## src/i2cms_pkg.sv

```systemverilog
`timescale 1ns / 1ps
// ----------------------------------------------------------------------------
// I2C master bit sequencer package
// Command codes, the queue entry type and fixed widths shared by the
// front end, the command queue and the phase sequencer.
// ----------------------------------------------------------------------------
package i2cms_pkg;

    localparam int BITS_PER_BYTE = 8;
    localparam int BYTE_W        = 8;
    localparam int BIT_IDX_W     = $clog2(BITS_PER_BYTE);
    localparam int REQ_W         = 3;
    localparam int TICKS_W       = 16;
    localparam int PH_W          = 2;

    localparam logic [TICKS_W-1:0] PHASE_TICKS_RESET = 16'd100;

    // Bus commands. Code 7 is unused and is dropped by the front end.
    typedef enum logic [REQ_W-1:0] {
        CMD_START  = 3'd0,
        CMD_STOP   = 3'd1,
        CMD_ACK    = 3'd2,
        CMD_NACK   = 3'd3,
        CMD_RDACK  = 3'd4,
        CMD_SEND   = 3'd5,
        CMD_READ   = 3'd6
    } cmd_t;

    typedef struct packed {
        cmd_t              cmd;
        logic [BYTE_W-1:0] tx;
        logic [BYTE_W-1:0] smp;
    } q_entry_t;

endpackage

```

## src/i2cms_front.sv

```systemverilog
`timescale 1ns / 1ps
// ----------------------------------------------------------------------------
// I2C master bit sequencer front end
// Accepts command words, decodes the command code, drops unused codes and
// hands valid commands to the command queue through one register stage.
// ----------------------------------------------------------------------------
module i2cms_front
    import i2cms_pkg::*;
(
    input  logic              clk,
    input  logic              rst_n,
    input  logic              in_valid,
    output logic              in_ready,
    input  logic [REQ_W-1:0]  req_type,
    input  logic [BYTE_W-1:0] tx_byte,
    input  logic [BYTE_W-1:0] sda_sample,
    output logic              push,
    output q_entry_t          push_data,
    input  logic              q_full
);

    logic     stage_valid_reg;
    logic     stage_valid_next;
    q_entry_t stage_reg;
    q_entry_t stage_next;
    logic     code_ok;
    logic     take;

    always_comb
    begin
        case (cmd_t'(req_type))
            CMD_START, CMD_STOP, CMD_ACK, CMD_NACK,
            CMD_RDACK, CMD_SEND, CMD_READ: code_ok = 1'b1;
            default:                       code_ok = 1'b0;
        endcase
    end

    assign push     = stage_valid_reg && !q_full;
    assign in_ready = !stage_valid_reg || push;
    assign take     = in_valid && in_ready;

    always_comb
    begin
        stage_valid_next = stage_valid_reg;
        stage_next       = stage_reg;
        if (push)
        begin
            stage_valid_next = 1'b0;
        end
        // An unused command code is taken and then forgotten.
        if (take && code_ok)
        begin
            stage_valid_next = 1'b1;
            stage_next.cmd   = cmd_t'(req_type);
            stage_next.tx    = tx_byte;
            stage_next.smp   = sda_sample;
        end
    end

    always_ff @(posedge clk or negedge rst_n)
    begin
        if (!rst_n)
        begin
            stage_valid_reg <= 1'b0;
        end
        else
        begin
            stage_valid_reg <= stage_valid_next;
        end
    end

    always_ff @(posedge clk)
    begin
        stage_reg <= stage_next;
    end

    assign push_data = stage_reg;

endmodule

```

## src/i2cms_fifo.sv

```systemverilog
`timescale 1ns / 1ps
// ----------------------------------------------------------------------------
// I2C master bit sequencer command queue
// Short first-in first-out queue of decoded commands between the front end
// and the phase sequencer.
// ----------------------------------------------------------------------------
module i2cms_fifo
    import i2cms_pkg::*;
#(
    parameter int DEPTH = 2
)
(
    input  logic     clk,
    input  logic     rst_n,
    input  logic     push,
    input  q_entry_t push_data,
    output logic     full,
    input  logic     pop,
    output logic     empty,
    output q_entry_t head
);

    localparam int PTR_W = $clog2(DEPTH);
    localparam int CNT_W = $clog2(DEPTH + 1);

    q_entry_t             mem_reg [DEPTH];
    logic [PTR_W-1:0]     wr_ptr_reg;
    logic [PTR_W-1:0]     wr_ptr_next;
    logic [PTR_W-1:0]     rd_ptr_reg;
    logic [PTR_W-1:0]     rd_ptr_next;
    logic [CNT_W-1:0]     count_reg;
    logic [CNT_W-1:0]     count_next;

    assign full  = (count_reg == CNT_W'(DEPTH));
    assign empty = (count_reg == '0);
    assign head  = mem_reg[rd_ptr_reg];

    always_comb
    begin
        wr_ptr_next = wr_ptr_reg;
        rd_ptr_next = rd_ptr_reg;
        count_next  = count_reg;
        if (push)
        begin
            wr_ptr_next = (wr_ptr_reg == PTR_W'(DEPTH - 1)) ? '0 : wr_ptr_reg + 1'b1;
        end
        if (pop)
        begin
            rd_ptr_next = (rd_ptr_reg == PTR_W'(DEPTH - 1)) ? '0 : rd_ptr_reg + 1'b1;
        end
        if (push && !pop)
        begin
            count_next = count_reg + 1'b1;
        end
        else if (pop && !push)
        begin
            count_next = count_reg - 1'b1;
        end
    end

    always_ff @(posedge clk or negedge rst_n)
    begin
        if (!rst_n)
        begin
            wr_ptr_reg <= '0;
            rd_ptr_reg <= '0;
            count_reg  <= '0;
        end
        else
        begin
            wr_ptr_reg <= wr_ptr_next;
            rd_ptr_reg <= rd_ptr_next;
            count_reg  <= count_next;
        end
    end

    always_ff @(posedge clk)
    begin
        if (push)
        begin
            mem_reg[wr_ptr_reg] <= push_data;
        end
    end

    // The fill count never passes the queue depth.
    a_count_bound: assert property (@(posedge clk) disable iff (!rst_n)
        count_reg <= CNT_W'(DEPTH))
        else $error("command queue overfilled");

endmodule

```

## src/i2cms_back.sv

```systemverilog
`timescale 1ns / 1ps
// ----------------------------------------------------------------------------
// I2C master bit sequencer phase engine
// Steps through the pin phases of the command at the head of the queue,
// keeps the present SCL and SDA levels and spaces phases by the hold timer.
// ----------------------------------------------------------------------------
module i2cms_back
    import i2cms_pkg::*;
(
    input  logic               clk,
    input  logic               rst_n,
    input  logic               cfg_wr_en,
    input  logic [TICKS_W-1:0] cfg_wr_data,
    input  logic               q_empty,
    input  q_entry_t           head,
    output logic               pop,
    output logic               out_valid,
    input  logic               out_ready,
    output logic               scl_level,
    output logic               sda_level,
    output logic               last_phase,
    output logic [BYTE_W-1:0]  rx_byte
);

    logic [TICKS_W-1:0]   phase_ticks_reg;
    logic [TICKS_W-1:0]   hold_cnt_reg;
    logic [TICKS_W-1:0]   hold_cnt_next;
    logic [PH_W-1:0]      ph_reg;
    logic [PH_W-1:0]      ph_next;
    logic [BIT_IDX_W-1:0] bit_cnt_reg;
    logic [BIT_IDX_W-1:0] bit_cnt_next;
    logic                 scl_now_reg;
    logic                 scl_now_next;
    logic                 sda_now_reg;
    logic                 sda_now_next;
    logic                 out_valid_reg;
    logic                 out_valid_next;
    logic                 scl_level_reg;
    logic                 sda_level_reg;
    logic                 last_phase_reg;
    logic [BYTE_W-1:0]    rx_byte_reg;
    logic [BYTE_W-1:0]    rx_next;
    logic                 bit_end;
    logic                 byte_cmd;
    logic                 cmd_last;
    logic                 load;

    assign byte_cmd = (head.cmd == CMD_SEND) || (head.cmd == CMD_READ);
    assign load     = !q_empty && (hold_cnt_reg == '0) && (!out_valid_reg || out_ready);

    // Level changes for the current phase of the head command.
    always_comb
    begin
        scl_now_next = scl_now_reg;
        sda_now_next = sda_now_reg;
        bit_end      = 1'b0;
        case (head.cmd)
            CMD_START, CMD_STOP:
            begin
                case (ph_reg)
                    2'd0:    scl_now_next = 1'b0;
                    2'd1:    sda_now_next = (head.cmd == CMD_START);
                    2'd2:    scl_now_next = 1'b1;
                    default: sda_now_next = (head.cmd == CMD_STOP);
                endcase
                bit_end = (ph_reg == 2'd3);
            end
            CMD_ACK, CMD_NACK, CMD_SEND:
            begin
                case (ph_reg)
                    2'd0:    scl_now_next = 1'b0;
                    2'd1:
                    begin
                        if (head.cmd == CMD_SEND)
                        begin
                            sda_now_next = head.tx[3'(BITS_PER_BYTE - 1) - bit_cnt_reg];
                        end
                        else
                        begin
                            sda_now_next = (head.cmd == CMD_NACK);
                        end
                    end
                    default: scl_now_next = 1'b1;
                endcase
                bit_end = (ph_reg == 2'd2);
            end
            CMD_RDACK, CMD_READ:
            begin
                // SDA is released along with the first SCL-low phase.
                case (ph_reg)
                    2'd0:
                    begin
                        scl_now_next = 1'b0;
                        sda_now_next = 1'b1;
                    end
                    default: scl_now_next = 1'b1;
                endcase
                bit_end = (ph_reg == 2'd1);
            end
            default:
            begin
                bit_end = 1'b1;
            end
        endcase
    end

    assign cmd_last = bit_end && (!byte_cmd || (bit_cnt_reg == BIT_IDX_W'(BITS_PER_BYTE - 1)));
    assign pop      = load && cmd_last;

    always_comb
    begin
        rx_next = '0;
        if (cmd_last && (head.cmd == CMD_RDACK))
        begin
            rx_next = {{(BYTE_W - 1){1'b0}}, head.smp[BYTE_W-1]};
        end
        else if (cmd_last && (head.cmd == CMD_READ))
        begin
            // After all bits the shifted-in byte equals the sample word.
            rx_next = head.smp;
        end
    end

    always_comb
    begin
        ph_next        = ph_reg;
        bit_cnt_next   = bit_cnt_reg;
        hold_cnt_next  = hold_cnt_reg;
        out_valid_next = out_valid_reg;
        if (out_ready)
        begin
            out_valid_next = 1'b0;
        end
        if (load)
        begin
            out_valid_next = 1'b1;
            ph_next        = bit_end ? '0 : ph_reg + 1'b1;
            if (cmd_last)
            begin
                bit_cnt_next = '0;
            end
            else if (bit_end)
            begin
                bit_cnt_next = bit_cnt_reg + 1'b1;
            end
            hold_cnt_next = (phase_ticks_reg == '0) ? '0 : phase_ticks_reg - 1'b1;
        end
        else if (hold_cnt_reg != '0)
        begin
            hold_cnt_next = hold_cnt_reg - 1'b1;
        end
    end

    always_ff @(posedge clk or negedge rst_n)
    begin
        if (!rst_n)
        begin
            phase_ticks_reg <= PHASE_TICKS_RESET;
            hold_cnt_reg    <= '0;
            ph_reg          <= '0;
            bit_cnt_reg     <= '0;
            scl_now_reg     <= 1'b1;
            sda_now_reg     <= 1'b1;
            out_valid_reg   <= 1'b0;
        end
        else
        begin
            if (cfg_wr_en)
            begin
                phase_ticks_reg <= cfg_wr_data;
            end
            hold_cnt_reg  <= hold_cnt_next;
            ph_reg        <= ph_next;
            bit_cnt_reg   <= bit_cnt_next;
            out_valid_reg <= out_valid_next;
            if (load)
            begin
                scl_now_reg <= scl_now_next;
                sda_now_reg <= sda_now_next;
            end
        end
    end

    always_ff @(posedge clk)
    begin
        if (load)
        begin
            scl_level_reg  <= scl_now_next;
            sda_level_reg  <= sda_now_next;
            last_phase_reg <= cmd_last;
            rx_byte_reg    <= rx_next;
        end
    end

    assign out_valid  = out_valid_reg;
    assign scl_level  = scl_level_reg;
    assign sda_level  = sda_level_reg;
    assign last_phase = last_phase_reg;
    assign rx_byte    = rx_byte_reg;

    // With a phase_ticks above one, two phases never start back to back.
    a_hold_spacing: assert property (@(posedge clk) disable iff (!rst_n)
        load && (phase_ticks_reg > 16'd1) |=> !load)
        else $error("pin phases issued closer than the hold time");

    // Only the final phase of a command carries read data.
    a_rx_on_last: assert property (@(posedge clk) disable iff (!rst_n)
        out_valid_reg && !last_phase_reg |-> rx_byte_reg == '0)
        else $error("read data on a phase that is not the last");

    // The bit counter only moves while a byte command is being run.
    a_bit_cnt_byte: assert property (@(posedge clk) disable iff (!rst_n)
        bit_cnt_reg != '0 |-> !q_empty && byte_cmd)
        else $error("bit counter active outside a byte command");

endmodule

```

## src/i2c_master_bit_sequencer.sv

```systemverilog
`timescale 1ns / 1ps
// ----------------------------------------------------------------------------
// I2C master bit sequencer
// Command-driven I2C master that expands each bus command into a run of
// SCL/SDA pin phases, one output word per pin change.
// ----------------------------------------------------------------------------
// Each command word (start, stop, ack, nack, read ack, send byte, read byte)
// turns into 2 to 24 phase words; the final one has last_phase set and, for
// read ack and read byte, carries the ack bit or the read byte on rx_byte,
// which is zero in every other word. An unused command code is taken and
// produces nothing. Phases leave one at a time from the output register,
// spaced by the hold timer, which is loaded from phase_ticks; a phase_ticks
// of zero gives the same spacing as a phase_ticks of one. The front end
// takes a new command word in every cycle while the queue has room, so
// commands line up behind the one on the bus. phase_ticks is written through
// cfg_wr_en/cfg_wr_data and only changes timing, never the phase sequence;
// write it while the block is idle.
// ----------------------------------------------------------------------------
module i2c_master_bit_sequencer
    import i2cms_pkg::*;
#(
    parameter int QUEUE_DEPTH = 2
)
(
    input  logic               clk,
    input  logic               rst_n,
    // Configuration: hold time of each phase in clock cycles.
    input  logic               cfg_wr_en,
    input  logic [TICKS_W-1:0] cfg_wr_data,
    // Command words.
    input  logic               in_valid,
    output logic               in_ready,
    input  logic [REQ_W-1:0]   req_type,
    input  logic [BYTE_W-1:0]  tx_byte,
    input  logic [BYTE_W-1:0]  sda_sample,
    // Phase words.
    output logic               out_valid,
    input  logic               out_ready,
    output logic               scl_level,
    output logic               sda_level,
    output logic               last_phase,
    output logic [BYTE_W-1:0]  rx_byte
);

    logic     push;
    q_entry_t push_data;
    logic     q_full;
    logic     q_empty;
    logic     pop;
    q_entry_t head;

    // Decode and register incoming command words.
    i2cms_front u_front (
        .clk        (clk),
        .rst_n      (rst_n),
        .in_valid   (in_valid),
        .in_ready   (in_ready),
        .req_type   (req_type),
        .tx_byte    (tx_byte),
        .sda_sample (sda_sample),
        .push       (push),
        .push_data  (push_data),
        .q_full     (q_full)
    );

    // Short queue so the front end keeps taking words while the bus is busy.
    i2cms_fifo #(
        .DEPTH (QUEUE_DEPTH)
    ) u_fifo (
        .clk       (clk),
        .rst_n     (rst_n),
        .push      (push),
        .push_data (push_data),
        .full      (q_full),
        .pop       (pop),
        .empty     (q_empty),
        .head      (head)
    );

    // Phase engine: walks the head command and owns the bus levels.
    i2cms_back u_back (
        .clk         (clk),
        .rst_n       (rst_n),
        .cfg_wr_en   (cfg_wr_en),
        .cfg_wr_data (cfg_wr_data),
        .q_empty     (q_empty),
        .head        (head),
        .pop         (pop),
        .out_valid   (out_valid),
        .out_ready   (out_ready),
        .scl_level   (scl_level),
        .sda_level   (sda_level),
        .last_phase  (last_phase),
        .rx_byte     (rx_byte)
    );

endmodule

```

## config.mk

```make
export PLATFORM = sky130hd
export DESIGN_NAME = i2c_master_bit_sequencer
export DESIGN_NICKNAME = d
export VERILOG_FILES = /design/src/i2cms_pkg.sv /design/src/i2cms_front.sv /design/src/i2cms_fifo.sv /design/src/i2cms_back.sv /design/src/i2c_master_bit_sequencer.sv
export SDC_FILE = /design/constraint.sdc
export NUM_CORES = 1
export LEC_CHECK = 0
export ABC_AREA = 1
export BUFFER_PORTS_ARGS = -buffer_cell sky130_fd_sc_hd__buf_4
export CAP_MARGIN = 5
export CORE_ASPECT_RATIO = 0.9
export CORE_MARGIN = 2
export CORE_UTILIZATION = 60
export CTS_BUF_LIST = sky130_fd_sc_hd__clkbuf_16
export DETAILED_ROUTE_END_ITERATION = 12
export GPL_TIMING_DRIVEN = 0
export MAX_ROUTING_LAYER = met4
export PLACE_DENSITY = 0.81
export SLEW_MARGIN = 5
export SYNTH_ARGS = -nofsm -noshare
export SYNTH_HDL_FRONTEND = slang
export SYNTH_HIERARCHICAL = 1
export SYNTH_SLANG_ARGS = --single-unit
```

## constraint.sdc

```tcl
create_clock -name clk -period 6.7 [get_ports clk]
set_input_delay 0 -clock clk [delete_from_list [all_inputs] [get_ports clk]]
set_output_delay 0 -clock clk [all_outputs]
set_load 0.01 [all_outputs]
```

==> Word level (Yosys, flattened, before mapping) <==
Memories as Yosys holds them, arrays and structs flattened.
Cells that the tools add are included.
{ "word_totals": {"reg_bits": 75, "latch_bits": 0, "ramBits": 38, "mem_bits_ro": 0, "out_inout_bits": 13, "mem_count": 1} }
{ "mem_list": {"columns": ["name", "depth", "width", "read_ports", "rd_clocked_by_memory_dff", "write_ports", "line_no", "source"], "rows": [
  ["u_fifo.mem_reg", 2, 19, 1, 0, 1, "i2cms_fifo.sv:26", "q_entry_t mem_reg [DEPTH];"]
]} }
{ "op_classes": {"n_addsub": 9, "n_mul": 0, "div": 0, "n_lt_le_gt_ge": 1, "n_eq_ne": 17, "shifts": 0, "mux": 31, "bitwise_logic": 1, "reduce_logical": 41} }
{ "ops": {"columns": ["op", "count"], "rows": [
  ["$mux 16", 3],
  ["$logic_not 16->1", 2],
  ["$sub 16x1->16 const B", 2],
  ["$eq 3x3->1 const B", 7],
  ["$mux 1", 16],
  ["$reduce_bool 16->1", 1],
  ["$eq 3x2->1 const B", 4],
  ["$logic_and 1x1->1", 11],
  ["$reduce_bool 2->1", 5],
  ["$pmux 1 s3", 3],
  ["$reduce_or 2->1", 4],
  ["$logic_not 1->1", 7],
  ["$reduce_or 7->1", 1],
  ["$eq 2x2->1 const B", 3],
  ["$eq 3x1->1 const B", 2],
  ["$logic_not 3->1", 2],
  ["$mux 2", 3],
  ["$mux 3", 2],
  ["$pmux 1 s2", 3],
  ["$add 2x1->2 const B", 2],
  ["$logic_not 2->1", 2],
  ["$logic_or 1x1->1", 4],
  ["$lt 3x4->1 const B", 1],
  ["$add 3x1->3 const B", 1],
  ["8 further kinds", 9]
]} }

==> Longest topological paths before layout <==
An unclocked memory read counts as a cell.
{ "logic_depth": {"depth_word": 10, "ltp_mapped": 15} }

==> Modules after synthesis <==
The synthesis kept the hierarchy.
{ "by_module_without_submodules": {"columns": ["mod", "instances", "cells_per_inst", "area_per_inst_um2", "seq_area_each_um2"], "rows": [
  ["i2cms_back", 1, 425, 3179.3, 1337.5],
  ["i2cms_fifo", 1, 84, 1655.3, 1241.2],
  ["i2cms_front", 1, 27, 631.9, 595.6]
]} }

==> Worst setup path before layout <==
OpenSTA, ideal clock, no wires.
{ "synth_timing": {"path_kind": "register -> register", "startpoint": "register u_back.hold_cnt_reg[0]", "endpoint": "register u_fifo.count_reg[1]", "setup_ns": 0.117, "arrival_time_ns": 2.345, "required_time_ns": 6.583, "setup_slack_ns": 4.238, "stages_incl_launch_ff": 14, "n_path_buf": 0, "path_cell_list": "dfrtp_1 inv_1 ha_1 inv_1 nor3_1 nand3_1 nor3_2 and3_1 inv_1 ha_1 inv_1 nand3_1 nand2_1 nand2_1"} }
{ "synth_between": {"elab_chain_cells": 7} }
{ "synth_rtl": {"columns": ["element", "line_no", "source"], "rows": [
  ["from (decl)", "i2cms_back.sv:26", "logic [TICKS_W-1:0] hold_cnt_reg;"],
  ["from (signal assigned)", "i2cms_back.sv:172", "hold_cnt_reg <= hold_cnt_next;"],
  ["$logic_not 16->1 (*)", "i2cms_back.sv:49", "assign load = !q_empty && (hold_cnt_reg == '0) && (!out_valid_reg || out_ready);"],
  ["$logic_and 1x1->1 (*) (2 in a row)", "i2cms_back.sv:49", null],
  ["named net u_back.load", "i2cms_back.sv:46", "logic load;"],
  ["$logic_and 1x1->1 (*)", "i2cms_back.sv:108", "assign pop = load && cmd_last;"],
  ["named net pop", "i2c_master_bit_sequencer.sv:49", "logic pop;"],
  ["$logic_not 1->1", "i2cms_fifo.sv:51", "if (push && !pop)"],
  ["$logic_and 1x1->1", "i2cms_fifo.sv:51", null],
  ["$mux 2 / $reduce_bool 2->1 (equally long branches)", null, null],
  ["to (signal assigned)", "i2cms_fifo.sv:73", "count_reg <= count_next;"],
  ["to (decl)", "i2cms_fifo.sv:31", "logic [CNT_W-1:0] count_reg;"]
]} }
The timed path passes the listed nets; every way through them passes the cells marked *.
A chain may end at the register's enable or synchronous reset.

==> Worst setup path in the final report <==
Same ends and word-level chain as after synthesis.

==> results.json <==
{
  "p_leak_uw": 0.00313,
  "slew_violations": 0,
  "critPathSlowestCell": "nor3_2",
  "cts_tree": "done",
  "path_clk_slew_ns": 0.05,
  "grt_pass1_wl_um": 20500,
  "min_from": "cfg_wr_en",
  "synth.distinct_cells": 37,
  "drc_errors": 0,
  "layout_min_cycle_time_ns": 2.99,
  "first_pass_iters": 5,
  "h-tree-depth": 4,
  "die_area_sq_mm": 0.00989,
  "die_w_um": 105,
  "ys_seq_elements": 113,
  "fin_worst_skew_ns": 0.00951,
  "setup_slack_ns": 3.71,
  "fp.dieH_um": 94.6,
  "wl_per_cell_um": 16.0,
  "cts_repair_resize_count": 0,
  "avgSynthCellArea_sq_um": 10.2,
  "status": "finished, final reports clean",
  "grt_max_degree": 46,
  "portBuffers": 51,
  "endpoint_kind": "flop",
  "synth_top_cell_area_share": 0.374,
  "synth_warnings": 6,
  "period_share": 0.447,
  "fillers": 546,
  "synth_top_area_cell": "edfxtp_1",
  "finalSetupViolCount": 0,
  "pwr-share-clk": 0.385,
  "r2r_slack_ns": 3.71,
  "synth_ff_type": "edfxtp_1",
  "worst_ep_required_time_ns": 7.00,
  "max_cap_violations": 0,
  "synth_area_leaders": "edfxtp_1, dfrtp_1, nand2_1, mux2_4, inv_1",
  "cts-buffers-inserted": 17,
  "crit_fanout": 14,
  "whs_path_depth": 2,
  "antenna_found_initial": 0,
  "r2r_start": "u_back/hold_cnt_reg[0]",
  "drt-initial-drc-count": 303,
  "via_per_inst": 5.32,
  "min_to": "u_back/phase_ticks_reg[0]",
  "relSlewSlack": 0.313,
  "cts-root-buf": "clkbuf_16",
  "synth_area_sq_mm": 0.00547,
  "layout-drive-gt1-share": 0.190,
  "hpwlAfterDp_um": 7760,
  "reg2reg_depth": 13,
  "num_rows": 33,
  "initial_utilization": 0.607,
  "pre_cts_ws_ns": 3.71,
  "p_seq_frac": 0.413,
  "via_count": 4176,
  "io_pins": 53,
  "reg2reg_to": "u_fifo/count_reg[1]",
  "rsz0062_at_grt": "false",
  "arrival_ns": 3.30,
  "antenna_left": 0,
  "grt.overflow.total": 0,
  "grt_pass1_vias": 4227,
  "min_path_type": "in -> reg",
  "internal_power_uw": 1720,
  "tightest_slew_ns": 1.03,
  "gp_congestion": 0.880,
  "antenna-diode-count": 0,
  "synthToLayoutAreaGrowth_pct": 29.0,
  "p_per_area_mw_per_mm2": 343,
  "worstSetupStartpointType": "flop",
  "critPathKind": "reg -> reg",
  "ys_async_sr_fraction": 0.398,
  "final_net_count": 702,
  "switchingPower_uw": 702,
  "cp_slowest_stage_delay_ns": 0.79,
  "cp_common_cell": "inv_1",
  "cts.sinks": 113,
  "synth-seq-area-share": 0.581,
  "combPwrFrac": 0.202,
  "post-cts-setup-buffer-count": 0,
  "p_sw_frac": 0.290,
  "syn_inst": 536,
  "routed_wl_um": 12600,
  "setup_tns_ns": 0,
  "irDropWorstVdd_v": 0.000307,
  "fmax_ghz": 0.334,
  "worstSkewPairLatency_ns": 0.42,
  "coreArea_sq_mm": 0.00900,
  "path_cells": "inv_1 -> ha_1 -> inv_1 -> nor3_1 -> nand3_1 -> nor3_2 -> and3_1 -> inv_1 -> ha_1 -> inv_1 -> nand3_1 -> nand2_1 -> nand2_1",
  "largest_reg_flops": 38,
  "gr-usage-all-layers": 0.283,
  "hold_viol": 0,
  "cts_buffer_depth": 2,
  "syn-num-nets": 588,
  "synth_edf_count": 68
}
## synth_stat cells (3+ instances only)
master / count
ha_1: 12
inv_1: 70
dfrtp_1: 40
nand3_1: 40
nor3_1: 3
nor2_1: 48
nand4_1: 8
nor2_4: 3
xnor2_1: 3
edfxtp_1: 68
buf_6: 3
mux2_2: 3
o21ai_1: 3
dfstp_2: 5
o21ai_0: 32
mux2_4: 19
nand2_1: 113
a21oi_1: 21
nor2_2: 3
clkbuf_1: 5
xor2_1: 16
## layer usage
metal | wire (um) | global-route usage
met3 | 556 | 0.0559
met2 | 6270 | 0.475
met5 | 0 | -
met4 | 234 | 0.113
met1 | 5510 | 0.342
## how the worst max path moves through the flow
stage                                      start                   to  slack [ns]
after CTS                 u_back/hold_cnt_reg[0]  u_fifo/count_reg[1]        3.68
after global placement    u_back/hold_cnt_reg[0]  u_fifo/count_reg[1]        3.79
after global routing      u_back/hold_cnt_reg[0]  u_fifo/count_reg[1]        3.42
after detailed placement  u_back/hold_cnt_reg[0]  u_fifo/count_reg[1]        3.71
after floorplan           u_back/hold_cnt_reg[0]  u_fifo/count_reg[1]        4.24
final                     u_back/hold_cnt_reg[0]  u_fifo/count_reg[1]        3.71
## placed cells by master, fill, tap and decap left out, types with 2 or more instances in the layout
cell,synthesis,layout
nand2_1,113,113
inv_1,70,74
edfxtp_1,68,68
buf_4,1,52
nor2_1,48,47
dlygate4sd3_1,0,43
nand3_1,40,40
dfrtp_1,40,40
o21ai_0,32,32
a21oi_1,21,21
mux2_4,19,19
clkbuf_16,0,17
xor2_1,16,16
ha_1,12,12
nand4_1,8,8
clkbuf_1,5,5
dfstp_2,5,5
clkinvlp_4,0,4
bufinv_16,0,4
nor2_2,3,4
nor2_4,3,3
nor3_1,3,3
buf_6,3,3
mux2_2,3,3
xnor2_1,3,3
o21ai_1,3,3
clkinv_2,0,2
inv_2,2,2
nand2_2,2,2
## area by class of cell
type | count | area (sq um) | share of cell area
sequential | 113 | 3170 | 0.450
multi-input combinational | 341 | 1960 | 0.278
timing repair buffer | 95 | 828 | 0.117
clock buffer | 17 | 425 | 0.0603
inverter | 72 | 270 | 0.0383
clock inverter | 15 | 179 | 0.0254
tap | 122 | 153 | 0.0216
buffer | 10 | 65.1 | 0.00922
## timing repair
action	4_1_cts	5_1_grt
hold endpoints to repair	82	0
hold buffers	43	0
endpoints found under the setup margin	0	0
## power groups by stage
stage	sequential [uW]	combinational (uW)	clock, uW
after detailed placement	1010	456	0
final	1000	490	931
after floorplan	983	340	0
after global placement	997	426	0
after global routing	1020	552	967
after CTS	998	483	933
## cells by family after synthesis
kind of cell             after synthesis  share of synthesized area
XOR/XNOR                              19                     0.0304
buffers and inverters                 82                     0.0613
adder cells (fa/ha/maj)               12                     0.0275
AO/OA/AOI/OAI                         60                     0.0570
AND/OR/NAND/NOR                      228                      0.185
multiplexers                          22                     0.0584
flip-flops                           113                      0.581
## metrics by stage
step,std cells,area (sq um),hold slack [ns],utilization,power (uW)
finish,785,7050,0.0213,0.784,2420
global route,785,7050,0.0347,0.784,2530
CTS,785,7050,0.000464,0.784,2410
detailed placement,710,6020,0.0443,0.669,1460
global placement,709,6000,0.0416,0.667,1420
floorplan,536,5470,-0.296,-,1320
## worst max-delay path: cells and delay by family, from the launching register on
kind                     cells  cell delay, ns
buffers and inverters        4            0.38
AND/OR/NAND/NOR              7            1.64
adder cells (fa/ha/maj)      2            0.46
flip-flops                   1            0.39
Power figures use the tool's default switching activity.
